[src/hdl/osdmp_pkg.sv]
// Shared types, constants and helper functions for the on-screen-display overlay block.
package osdmp_pkg;

    localparam int COORD_BITS     = 12;
    localparam int SLOT_BITS      = 3;
    localparam int COLOR_BITS     = 4;
    localparam int CNT_BITS       = 6;
    localparam int REG_IDX_BITS   = 3;
    localparam int ADDR_BITS      = 5;
    localparam int APB_DATA_BITS  = 32;
    localparam int S_DATA_BITS    = ((SLOT_BITS + 2 * COORD_BITS + 7) / 8) * 8;
    localparam int M_DATA_BITS    = ((COLOR_BITS + 7) / 8) * 8;

    localparam int MAX_POINTS_DEF = 8;
    localparam int MARKER_W_DEF   = 16;
    localparam int MARKER_H_DEF   = 16;
    localparam int POINT_W_DEF    = 8;
    localparam int POINT_H_DEF    = 8;

    typedef logic [COORD_BITS-1:0] coord_t;
    typedef logic [COORD_BITS:0]   span_t;
    typedef logic [COLOR_BITS-1:0] color_t;
    typedef logic [SLOT_BITS-1:0]  slot_t;
    typedef logic [CNT_BITS-1:0]   cnt_t;

    localparam color_t COLOR_RED   = 4'd1;
    localparam color_t COLOR_GREEN = 4'd2;
    localparam color_t COLOR_WHITE = 4'd7;
    localparam color_t COLOR_CLEAR = 4'd15;

    localparam coord_t CANVAS_W_RESET = 12'd1920;
    localparam coord_t CANVAS_H_RESET = 12'd1080;

    typedef enum logic [REG_IDX_BITS-1:0] {
        REG_CANVAS_W    = 3'd0,
        REG_CANVAS_H    = 3'd1,
        REG_MARKER_X    = 3'd2,
        REG_MARKER_Y    = 3'd3,
        REG_MARKER_COL  = 3'd4,
        REG_POINT_COUNT = 3'd5
    } reg_idx_t;

    // One word travelling down the chain.
    typedef struct packed {
        logic   req;
        slot_t  slot;
        coord_t x;
        coord_t y;
        logic   mhit;
        color_t color;
    } item_t;

    // Settings derived from the registers, seen by every stage.
    typedef struct packed {
        coord_t canvas_w;
        coord_t canvas_h;
        coord_t mk_org_x;
        coord_t mk_org_y;
        color_t mk_color;
        coord_t pt_lim_x;
        coord_t pt_lim_y;
        cnt_t   n_active;
    } view_t;

    function automatic color_t fix_color(color_t c);
        if (c inside {COLOR_RED, COLOR_GREEN, COLOR_WHITE, COLOR_CLEAR})
            return c;
        return COLOR_RED;
    endfunction

    // Largest origin that keeps a rectangle of the given size on the canvas.
    function automatic coord_t place_lim(coord_t span, span_t size);
        span_t d;
        d = {1'b0, span} - size;
        if ({1'b0, span} > size)
            return d[COORD_BITS-1:0];
        return '0;
    endfunction

    function automatic coord_t clamp(coord_t org, coord_t lim);
        return (org > lim) ? lim : org;
    endfunction

    function automatic logic covers(coord_t q, coord_t o, span_t size, coord_t span);
        coord_t d;
        d = q - o;
        return (q < span) && (q >= o) && ({1'b0, d} < size);
    endfunction

endpackage

[src/hdl/osdmp_head.sv]
// Entry stage: registers the accepted word and tests it against the marker rectangle.
module osdmp_head #(
    parameter int MARKER_W = osdmp_pkg::MARKER_W_DEF,
    parameter int MARKER_H = osdmp_pkg::MARKER_H_DEF
) (
    input  logic               clk,
    input  logic               rst_n,
    input  logic               en,
    input  logic               in_valid,
    input  osdmp_pkg::item_t   in_item,
    input  osdmp_pkg::view_t   view,
    output logic               out_valid,
    output osdmp_pkg::item_t   out_item
);

    logic             valid_reg;
    osdmp_pkg::item_t item_reg;
    logic             mhit;

    always_ff @(posedge clk or negedge rst_n)
    begin
        if (!rst_n)
        begin
            valid_reg <= 1'b0;
        end
        else if (en)
        begin
            valid_reg <= in_valid;
        end
    end

    always_ff @(posedge clk)
    begin
        if (en)
        begin
            item_reg <= in_item;
        end
    end

    always_comb
    begin
        mhit = osdmp_pkg::covers(item_reg.x, view.mk_org_x,
                                 osdmp_pkg::span_t'(MARKER_W), view.canvas_w)
            && osdmp_pkg::covers(item_reg.y, view.mk_org_y,
                                 osdmp_pkg::span_t'(MARKER_H), view.canvas_h);
        out_item       = item_reg;
        out_item.mhit  = mhit;
        out_item.color = mhit ? view.mk_color : osdmp_pkg::COLOR_CLEAR;
    end

    assign out_valid = valid_reg;

endmodule

[src/hdl/osdmp_cell.sv]
// One track-point cell: holds a point origin, stores loads for its slot and tests queries.
module osdmp_cell #(
    parameter int INDEX   = 0,
    parameter int POINT_W = osdmp_pkg::POINT_W_DEF,
    parameter int POINT_H = osdmp_pkg::POINT_H_DEF
) (
    input  logic               clk,
    input  logic               rst_n,
    input  logic               en,
    input  logic               in_valid,
    input  osdmp_pkg::item_t   in_item,
    input  osdmp_pkg::view_t   view,
    output logic               out_valid,
    output osdmp_pkg::item_t   out_item
);

    localparam int HALF_W = POINT_W / 2;
    localparam int HALF_H = POINT_H / 2;

    logic               valid_reg;
    osdmp_pkg::item_t   item_reg;
    osdmp_pkg::item_t   item_next;
    osdmp_pkg::coord_t  org_x_reg;
    osdmp_pkg::coord_t  org_y_reg;
    osdmp_pkg::coord_t  org_x_next;
    osdmp_pkg::coord_t  org_y_next;
    logic               load;
    logic               active;
    logic               hit;

    always_comb
    begin
        load = in_valid && !in_item.req
            && (osdmp_pkg::cnt_t'(in_item.slot) == osdmp_pkg::cnt_t'(INDEX));
        active = osdmp_pkg::cnt_t'(INDEX) < view.n_active;
        hit = active
            && osdmp_pkg::covers(in_item.x, osdmp_pkg::clamp(org_x_reg, view.pt_lim_x),
                                 osdmp_pkg::span_t'(POINT_W), view.canvas_w)
            && osdmp_pkg::covers(in_item.y, osdmp_pkg::clamp(org_y_reg, view.pt_lim_y),
                                 osdmp_pkg::span_t'(POINT_H), view.canvas_h);

        org_x_next = org_x_reg;
        org_y_next = org_y_reg;
        if (load)
        begin
            org_x_next = (in_item.x > osdmp_pkg::coord_t'(HALF_W))
                       ? in_item.x - osdmp_pkg::coord_t'(HALF_W) : '0;
            org_y_next = (in_item.y > osdmp_pkg::coord_t'(HALF_H))
                       ? in_item.y - osdmp_pkg::coord_t'(HALF_H) : '0;
        end

        item_next = in_item;
        if (in_item.req && !in_item.mhit && hit)
        begin
            item_next.color = osdmp_pkg::COLOR_GREEN;
        end
    end

    always_ff @(posedge clk or negedge rst_n)
    begin
        if (!rst_n)
        begin
            valid_reg <= 1'b0;
            org_x_reg <= '0;
            org_y_reg <= '0;
        end
        else if (en)
        begin
            valid_reg <= in_valid;
            org_x_reg <= org_x_next;
            org_y_reg <= org_y_next;
        end
    end

    always_ff @(posedge clk)
    begin
        if (en)
        begin
            item_reg <= item_next;
        end
    end

    assign out_valid = valid_reg;
    assign out_item  = item_reg;

endmodule

[src/hdl/osd_marker_and_points_overlay_top.sv]
// Top level of the overlay colour lookup: register port, entry stage, cell chain and output.
//
//  port group   | dir | contents
//  s_axis_*     | in  | request words: tuser = req_type, tdata = slot, x, y
//  m_axis_*     | out | one colour word per pixel query
//  APB p*       | in  | six configuration registers at byte addresses 0 to 20
//
// A word passes the entry stage, each cell in turn and then the output register; one
// word is accepted per cycle while the output is not held. Loads travel the same chain
// and give no result. Reset loads the register defaults and clears every stored point.
// When the output word is held, the whole chain stalls with it.
module osd_marker_and_points_overlay_top #(
    parameter int MAX_POINTS = osdmp_pkg::MAX_POINTS_DEF,
    parameter int MARKER_W   = osdmp_pkg::MARKER_W_DEF,
    parameter int MARKER_H   = osdmp_pkg::MARKER_H_DEF,
    parameter int POINT_W    = osdmp_pkg::POINT_W_DEF,
    parameter int POINT_H    = osdmp_pkg::POINT_H_DEF
) (
    input  logic                                 clk,
    input  logic                                 rst_n,
    input  logic                                 s_axis_tvalid,
    output logic                                 s_axis_tready,
    // point_slot[2:0], x_coord[14:3], y_coord[26:15], zero padding above
    input  logic [osdmp_pkg::S_DATA_BITS-1:0]    s_axis_tdata,
    // req_type[0]
    input  logic [0:0]                           s_axis_tuser,
    output logic                                 m_axis_tvalid,
    input  logic                                 m_axis_tready,
    // color_index[3:0], zero padding above
    output logic [osdmp_pkg::M_DATA_BITS-1:0]    m_axis_tdata,
    input  logic                                 psel,
    input  logic                                 penable,
    input  logic                                 pwrite,
    input  logic [osdmp_pkg::ADDR_BITS-1:0]      paddr,
    input  logic [osdmp_pkg::APB_DATA_BITS-1:0]  pwdata,
    output logic [osdmp_pkg::APB_DATA_BITS-1:0]  prdata,
    output logic                                 pready
);

    localparam int CB = osdmp_pkg::COORD_BITS;
    localparam int SB = osdmp_pkg::SLOT_BITS;

    osdmp_pkg::coord_t  canvas_w_reg;
    osdmp_pkg::coord_t  canvas_h_reg;
    osdmp_pkg::coord_t  marker_x_reg;
    osdmp_pkg::coord_t  marker_y_reg;
    osdmp_pkg::color_t  marker_col_reg;
    osdmp_pkg::color_t  point_count_reg;
    osdmp_pkg::view_t   view_reg;
    osdmp_pkg::view_t   view_next;
    osdmp_pkg::reg_idx_t reg_idx;
    osdmp_pkg::coord_t  mk_lim_x;
    osdmp_pkg::coord_t  mk_lim_y;
    logic               cfg_wr;
    logic               en;
    osdmp_pkg::item_t   s_item;
    logic               chain_valid [0:MAX_POINTS];
    osdmp_pkg::item_t   chain_item  [0:MAX_POINTS];
    logic               out_valid_reg;
    osdmp_pkg::color_t  out_color_reg;

    assign pready  = 1'b1;
    assign cfg_wr  = psel && penable && pwrite;
    assign reg_idx = osdmp_pkg::reg_idx_t'(paddr[osdmp_pkg::ADDR_BITS-1:2]);

    always_ff @(posedge clk or negedge rst_n)
    begin
        if (!rst_n)
        begin
            canvas_w_reg    <= osdmp_pkg::CANVAS_W_RESET;
            canvas_h_reg    <= osdmp_pkg::CANVAS_H_RESET;
            marker_x_reg    <= '0;
            marker_y_reg    <= '0;
            marker_col_reg  <= osdmp_pkg::COLOR_RED;
            point_count_reg <= '0;
        end
        else if (cfg_wr)
        begin
            case (reg_idx)
                osdmp_pkg::REG_CANVAS_W:    canvas_w_reg    <= pwdata[CB-1:0];
                osdmp_pkg::REG_CANVAS_H:    canvas_h_reg    <= pwdata[CB-1:0];
                osdmp_pkg::REG_MARKER_X:    marker_x_reg    <= pwdata[CB-1:0];
                osdmp_pkg::REG_MARKER_Y:    marker_y_reg    <= pwdata[CB-1:0];
                osdmp_pkg::REG_MARKER_COL:  marker_col_reg  <= pwdata[osdmp_pkg::COLOR_BITS-1:0];
                osdmp_pkg::REG_POINT_COUNT: point_count_reg <= pwdata[osdmp_pkg::COLOR_BITS-1:0];
                default: ;
            endcase
        end
    end

    always_comb
    begin
        case (reg_idx)
            osdmp_pkg::REG_CANVAS_W:    prdata = osdmp_pkg::APB_DATA_BITS'(canvas_w_reg);
            osdmp_pkg::REG_CANVAS_H:    prdata = osdmp_pkg::APB_DATA_BITS'(canvas_h_reg);
            osdmp_pkg::REG_MARKER_X:    prdata = osdmp_pkg::APB_DATA_BITS'(marker_x_reg);
            osdmp_pkg::REG_MARKER_Y:    prdata = osdmp_pkg::APB_DATA_BITS'(marker_y_reg);
            osdmp_pkg::REG_MARKER_COL:  prdata = osdmp_pkg::APB_DATA_BITS'(marker_col_reg);
            osdmp_pkg::REG_POINT_COUNT: prdata = osdmp_pkg::APB_DATA_BITS'(point_count_reg);
            default:                    prdata = '0;
        endcase
    end

    always_comb
    begin
        mk_lim_x = osdmp_pkg::place_lim(canvas_w_reg, osdmp_pkg::span_t'(MARKER_W));
        mk_lim_y = osdmp_pkg::place_lim(canvas_h_reg, osdmp_pkg::span_t'(MARKER_H));
        view_next.canvas_w = canvas_w_reg;
        view_next.canvas_h = canvas_h_reg;
        view_next.mk_org_x = osdmp_pkg::clamp(marker_x_reg, mk_lim_x);
        view_next.mk_org_y = osdmp_pkg::clamp(marker_y_reg, mk_lim_y);
        view_next.mk_color = osdmp_pkg::fix_color(marker_col_reg);
        view_next.pt_lim_x = osdmp_pkg::place_lim(canvas_w_reg, osdmp_pkg::span_t'(POINT_W));
        view_next.pt_lim_y = osdmp_pkg::place_lim(canvas_h_reg, osdmp_pkg::span_t'(POINT_H));
        view_next.n_active = (osdmp_pkg::cnt_t'(point_count_reg) > osdmp_pkg::cnt_t'(MAX_POINTS))
                           ? osdmp_pkg::cnt_t'(MAX_POINTS)
                           : osdmp_pkg::cnt_t'(point_count_reg);
    end

    always_ff @(posedge clk)
    begin
        view_reg <= view_next;
    end

    assign en            = !out_valid_reg || m_axis_tready;
    assign s_axis_tready = en;

    always_comb
    begin
        s_item.req   = s_axis_tuser[0];
        s_item.slot  = s_axis_tdata[SB-1:0];
        s_item.x     = s_axis_tdata[SB+CB-1:SB];
        s_item.y     = s_axis_tdata[SB+2*CB-1:SB+CB];
        s_item.mhit  = 1'b0;
        s_item.color = osdmp_pkg::COLOR_CLEAR;
    end

    osdmp_head #(
        .MARKER_W (MARKER_W),
        .MARKER_H (MARKER_H)
    ) u_head (
        .clk       (clk),
        .rst_n     (rst_n),
        .en        (en),
        .in_valid  (s_axis_tvalid),
        .in_item   (s_item),
        .view      (view_reg),
        .out_valid (chain_valid[0]),
        .out_item  (chain_item[0])
    );

    for (genvar i = 0; i < MAX_POINTS; i++)
    begin : g_cell
        osdmp_cell #(
            .INDEX   (i),
            .POINT_W (POINT_W),
            .POINT_H (POINT_H)
        ) u_cell (
            .clk       (clk),
            .rst_n     (rst_n),
            .en        (en),
            .in_valid  (chain_valid[i]),
            .in_item   (chain_item[i]),
            .view      (view_reg),
            .out_valid (chain_valid[i+1]),
            .out_item  (chain_item[i+1])
        );
    end

    always_ff @(posedge clk or negedge rst_n)
    begin
        if (!rst_n)
        begin
            out_valid_reg <= 1'b0;
        end
        else if (en)
        begin
            out_valid_reg <= chain_valid[MAX_POINTS] && chain_item[MAX_POINTS].req;
        end
    end

    always_ff @(posedge clk)
    begin
        if (en)
        begin
            out_color_reg <= chain_item[MAX_POINTS].color;
        end
    end

    assign m_axis_tvalid = out_valid_reg;
    assign m_axis_tdata  = osdmp_pkg::M_DATA_BITS'(out_color_reg);

`ifndef ASSERT_OFF
    a_out_color_legal: assert property (@(posedge clk) disable iff (!rst_n)
        m_axis_tvalid |-> (out_color_reg == osdmp_pkg::COLOR_RED
                        || out_color_reg == osdmp_pkg::COLOR_GREEN
                        || out_color_reg == osdmp_pkg::COLOR_WHITE
                        || out_color_reg == osdmp_pkg::COLOR_CLEAR))
        else $error("overlay result is not a legal palette index");

    a_no_marker_colour: assert property (@(posedge clk) disable iff (!rst_n)
        (chain_valid[MAX_POINTS] && chain_item[MAX_POINTS].req && !chain_item[MAX_POINTS].mhit)
        |-> (chain_item[MAX_POINTS].color == osdmp_pkg::COLOR_GREEN
          || chain_item[MAX_POINTS].color == osdmp_pkg::COLOR_CLEAR))
        else $error("pixel outside the marker carries a marker colour");

    a_chain_holds: assert property (@(posedge clk) disable iff (!rst_n)
        !en |=> $stable(chain_valid[MAX_POINTS]))
        else $error("cell chain moved during an output stall");
`endif

endmodule
[config.mk]
export PLATFORM = sky130hd
export DESIGN_NAME = osd_marker_and_points_overlay_top
export DESIGN_NICKNAME = d
export VERILOG_FILES = /design/src/hdl/osdmp_pkg.sv /design/src/hdl/osdmp_head.sv /design/src/hdl/osdmp_cell.sv /design/src/hdl/osd_marker_and_points_overlay_top.sv
export SDC_FILE = /design/constraint.sdc
export NUM_CORES = 2
export LEC_CHECK = 0
export BUFFER_PORTS_ARGS = -buffer_cell sky130_fd_sc_hd__buf_2
export CAP_MARGIN = 10
export CELL_PAD_IN_SITES_DETAIL_PLACEMENT = 2
export CELL_PAD_IN_SITES_GLOBAL_PLACEMENT = 2
export CORE_MARGIN = 3
export CORE_UTILIZATION = 42
export DETAILED_ROUTE_END_ITERATION = 7
export PLACE_DENSITY_LB_ADDON = 0.15
export SLEW_MARGIN = 0
export SYNTH_ARGS = -nofsm -noshare
export SYNTH_HDL_FRONTEND = slang
export SYNTH_HIERARCHICAL = 1
export SYNTH_SLANG_ARGS = --single-unit
[constraint.sdc]
create_clock -name clk -period 13.1 [get_ports clk]
set_clock_uncertainty 0.2 [all_clocks]
set_input_delay 1.31 -clock clk [delete_from_list [all_inputs] [get_ports clk]]
set_output_delay 1.31 -clock clk [all_outputs]
set_load 0.1 [all_outputs]
==> run metrics <==
status completed; Initial Util 42.62%; Worst setup EP type flop; PostCTS Resize Cnt 0; grt ovf 0; first-pass GRT wire length 279100 um; crit path max-delay cell type nor4_1; slew margin rel. 19.66%; crit path cell chain buf_4 > inv_1 > ha_1 > nand4_1 > or2_2 > o221ai_1 > o21a_1 > mux2i_1 > ha_1 > a21o_1 > a21oi_1 > o21ai_0 > a211oi_1 > xnor2_1 > nor4_1 > a21boi_0; Final setup viols 0; largest net degree at the start of global routing 73; io pins 120; fmax 166.1 MHz; Avg WL per Cell 27.39 um; max FFs per register 236; Post-CTS Setup Repair Bufs 0; Startpoint Class flop; Reg clk slew, reported paths 0.06 ns; DRC 0; core area 111600 um^2; Max Cap Violations 0; fraction of layout cells with a size suffix above 1 9.157%; delay-heaviest family, CP compound AO/OA/AOI/OAI gates; WL final 184100 um; Slew @ Worst Pin 1.199 ns; CTS tree done; final slew viol count 0; diode count 0; # hold bufs at CTS 0; initial antenna violation count 2; die width 342.5 um; Critical path buffers and inverters 2; RSZ-0062 raised after global routing no; DP HPWL 140500 um; crit path time final 6.021 ns; vias in the first global route 45410; Die Area 117300 um^2; Routed Antenna Nets 0; CP Data Arrival Time 6.18 ns; Die H 342.5 um; number of port buffers 67; setup TNS 0 ns; syn_area_per_cell 9.432 um^2; maximum clock path buffer count 3; CP peak stage delay 0.97 ns; Hold Path Class flop to flop; First DRT Iteration DRCs 1930; Final Wtd Congestion 0.8978; Required @ worst endpoint 13.26 ns; setup ws final 7.079 ns; Area growth syn-to-layout 10.25%; kind of critical path flop to flop; Final Hold Fails 0; routed vias 40670; fillers 11980; Rows 122; CTS Sinks 606; CP most frequent cell ha_1; Period Utilization, post-route 45.96%; Register Area 16120 um^2; Crit Path Max Fanout 16; Synth Cell Area 47560 um^2; vias per std cell 6.053; Ys Warns 6; drt pass-1 iters 6; Clock Latency Late Sink 0.67 ns; CTS buffer count 79; final net count 5911; Total GRT Usage 31.11%; post-place setup slack 7.006 ns; area of the multi-input gates 28640 um^2; gate count of the mapped netlist 5042; Root Buffer clkbuf_16; CTS HTree Levels 3
## cell usage in the layout (no fill, tap or decap), drive strengths merged, types with 23 or more instances in the layout
cell type / instances
ha: 670
inv: 609
nand2: 408
o21ai: 340
edfxtp: 268
a21oi: 264
dfrtp: 249
mux2i: 224
nor2: 217
a21o: 153
buf: 123
nand4: 108
clkbuf: 107
nor3: 97
mux2: 94
xnor2: 84
nand3: 83
dfxtp: 80
nand2b: 72
nor2b: 68
xor2: 63
nor4: 59
a211oi: 54
o21a: 48
conb: 41
a31oi: 39
or4: 35
a2111oi: 34
o211ai: 31
and3: 29
nand3b: 26
o22ai: 25
o2111ai: 25
o221ai: 23
clkinv: 23
## final timing paths
kind,start,endpoint,slack [ns],depth (start not counted)
worst min-delay path,g_cell[7].u_cell/out_item[1],out_color_reg[1],0.22,0
worst max register to register,view_reg[15],g_cell[4].u_cell/out_item[3],7.08,16
min in group asynchronous,rst_n,g_cell[7].u_cell/org_x_reg[4],0.39,1
max in group asynchronous,rst_n,marker_y_reg[10],10.03,3
worst min register to register,g_cell[7].u_cell/out_item[1],out_color_reg[1],0.22,0
worst max-delay path,view_reg[15],g_cell[4].u_cell/out_item[3],7.08,16
## cell type report
cell class / count / share of cell area [%]
repair buffers: 123 / 1.461
inverters: 602 / 4.310
clock buffers: 107 / 4.401
clock inverters: 41 / 0.9045
flip-flops and latches: 606 / 30.74
multi-input cells: 3752 / 54.63
well taps: 1488 / 3.551
## metal layers
| metal | track usage, % | wire, um | vias up |
|---|---|---|---|
| met1 | 34.07 | 71780 | 20820 |
| li1 | - | - | 18670 |
| met2 | 59.25 | 97360 | 756 |
| met3 | 2.600 | 4168 | 426 |
| met4 | 16.23 | 10750 | 0 |
| met5 | 0 | 0 | - |
## per-stage QoR
stage | hold slack, ns | utilization, % | cell area (um^2) | instances
after global routing | 0.2370 | 46.99 | 52430 | 6719
after CTS | 0.2172 | 46.99 | 52430 | 6719
final | 0.2160 | 46.99 | 52430 | 6719
after global placement | 0.2040 | 44.49 | 49650 | 6571
after floorplan | 0.1422 | - | 47700 | 5081
after detailed placement | 0.2052 | 44.49 | 49650 | 6571
Power is not shown: default switching activity piles up to over one toggle a cycle in this logic, so the estimate is an artifact.
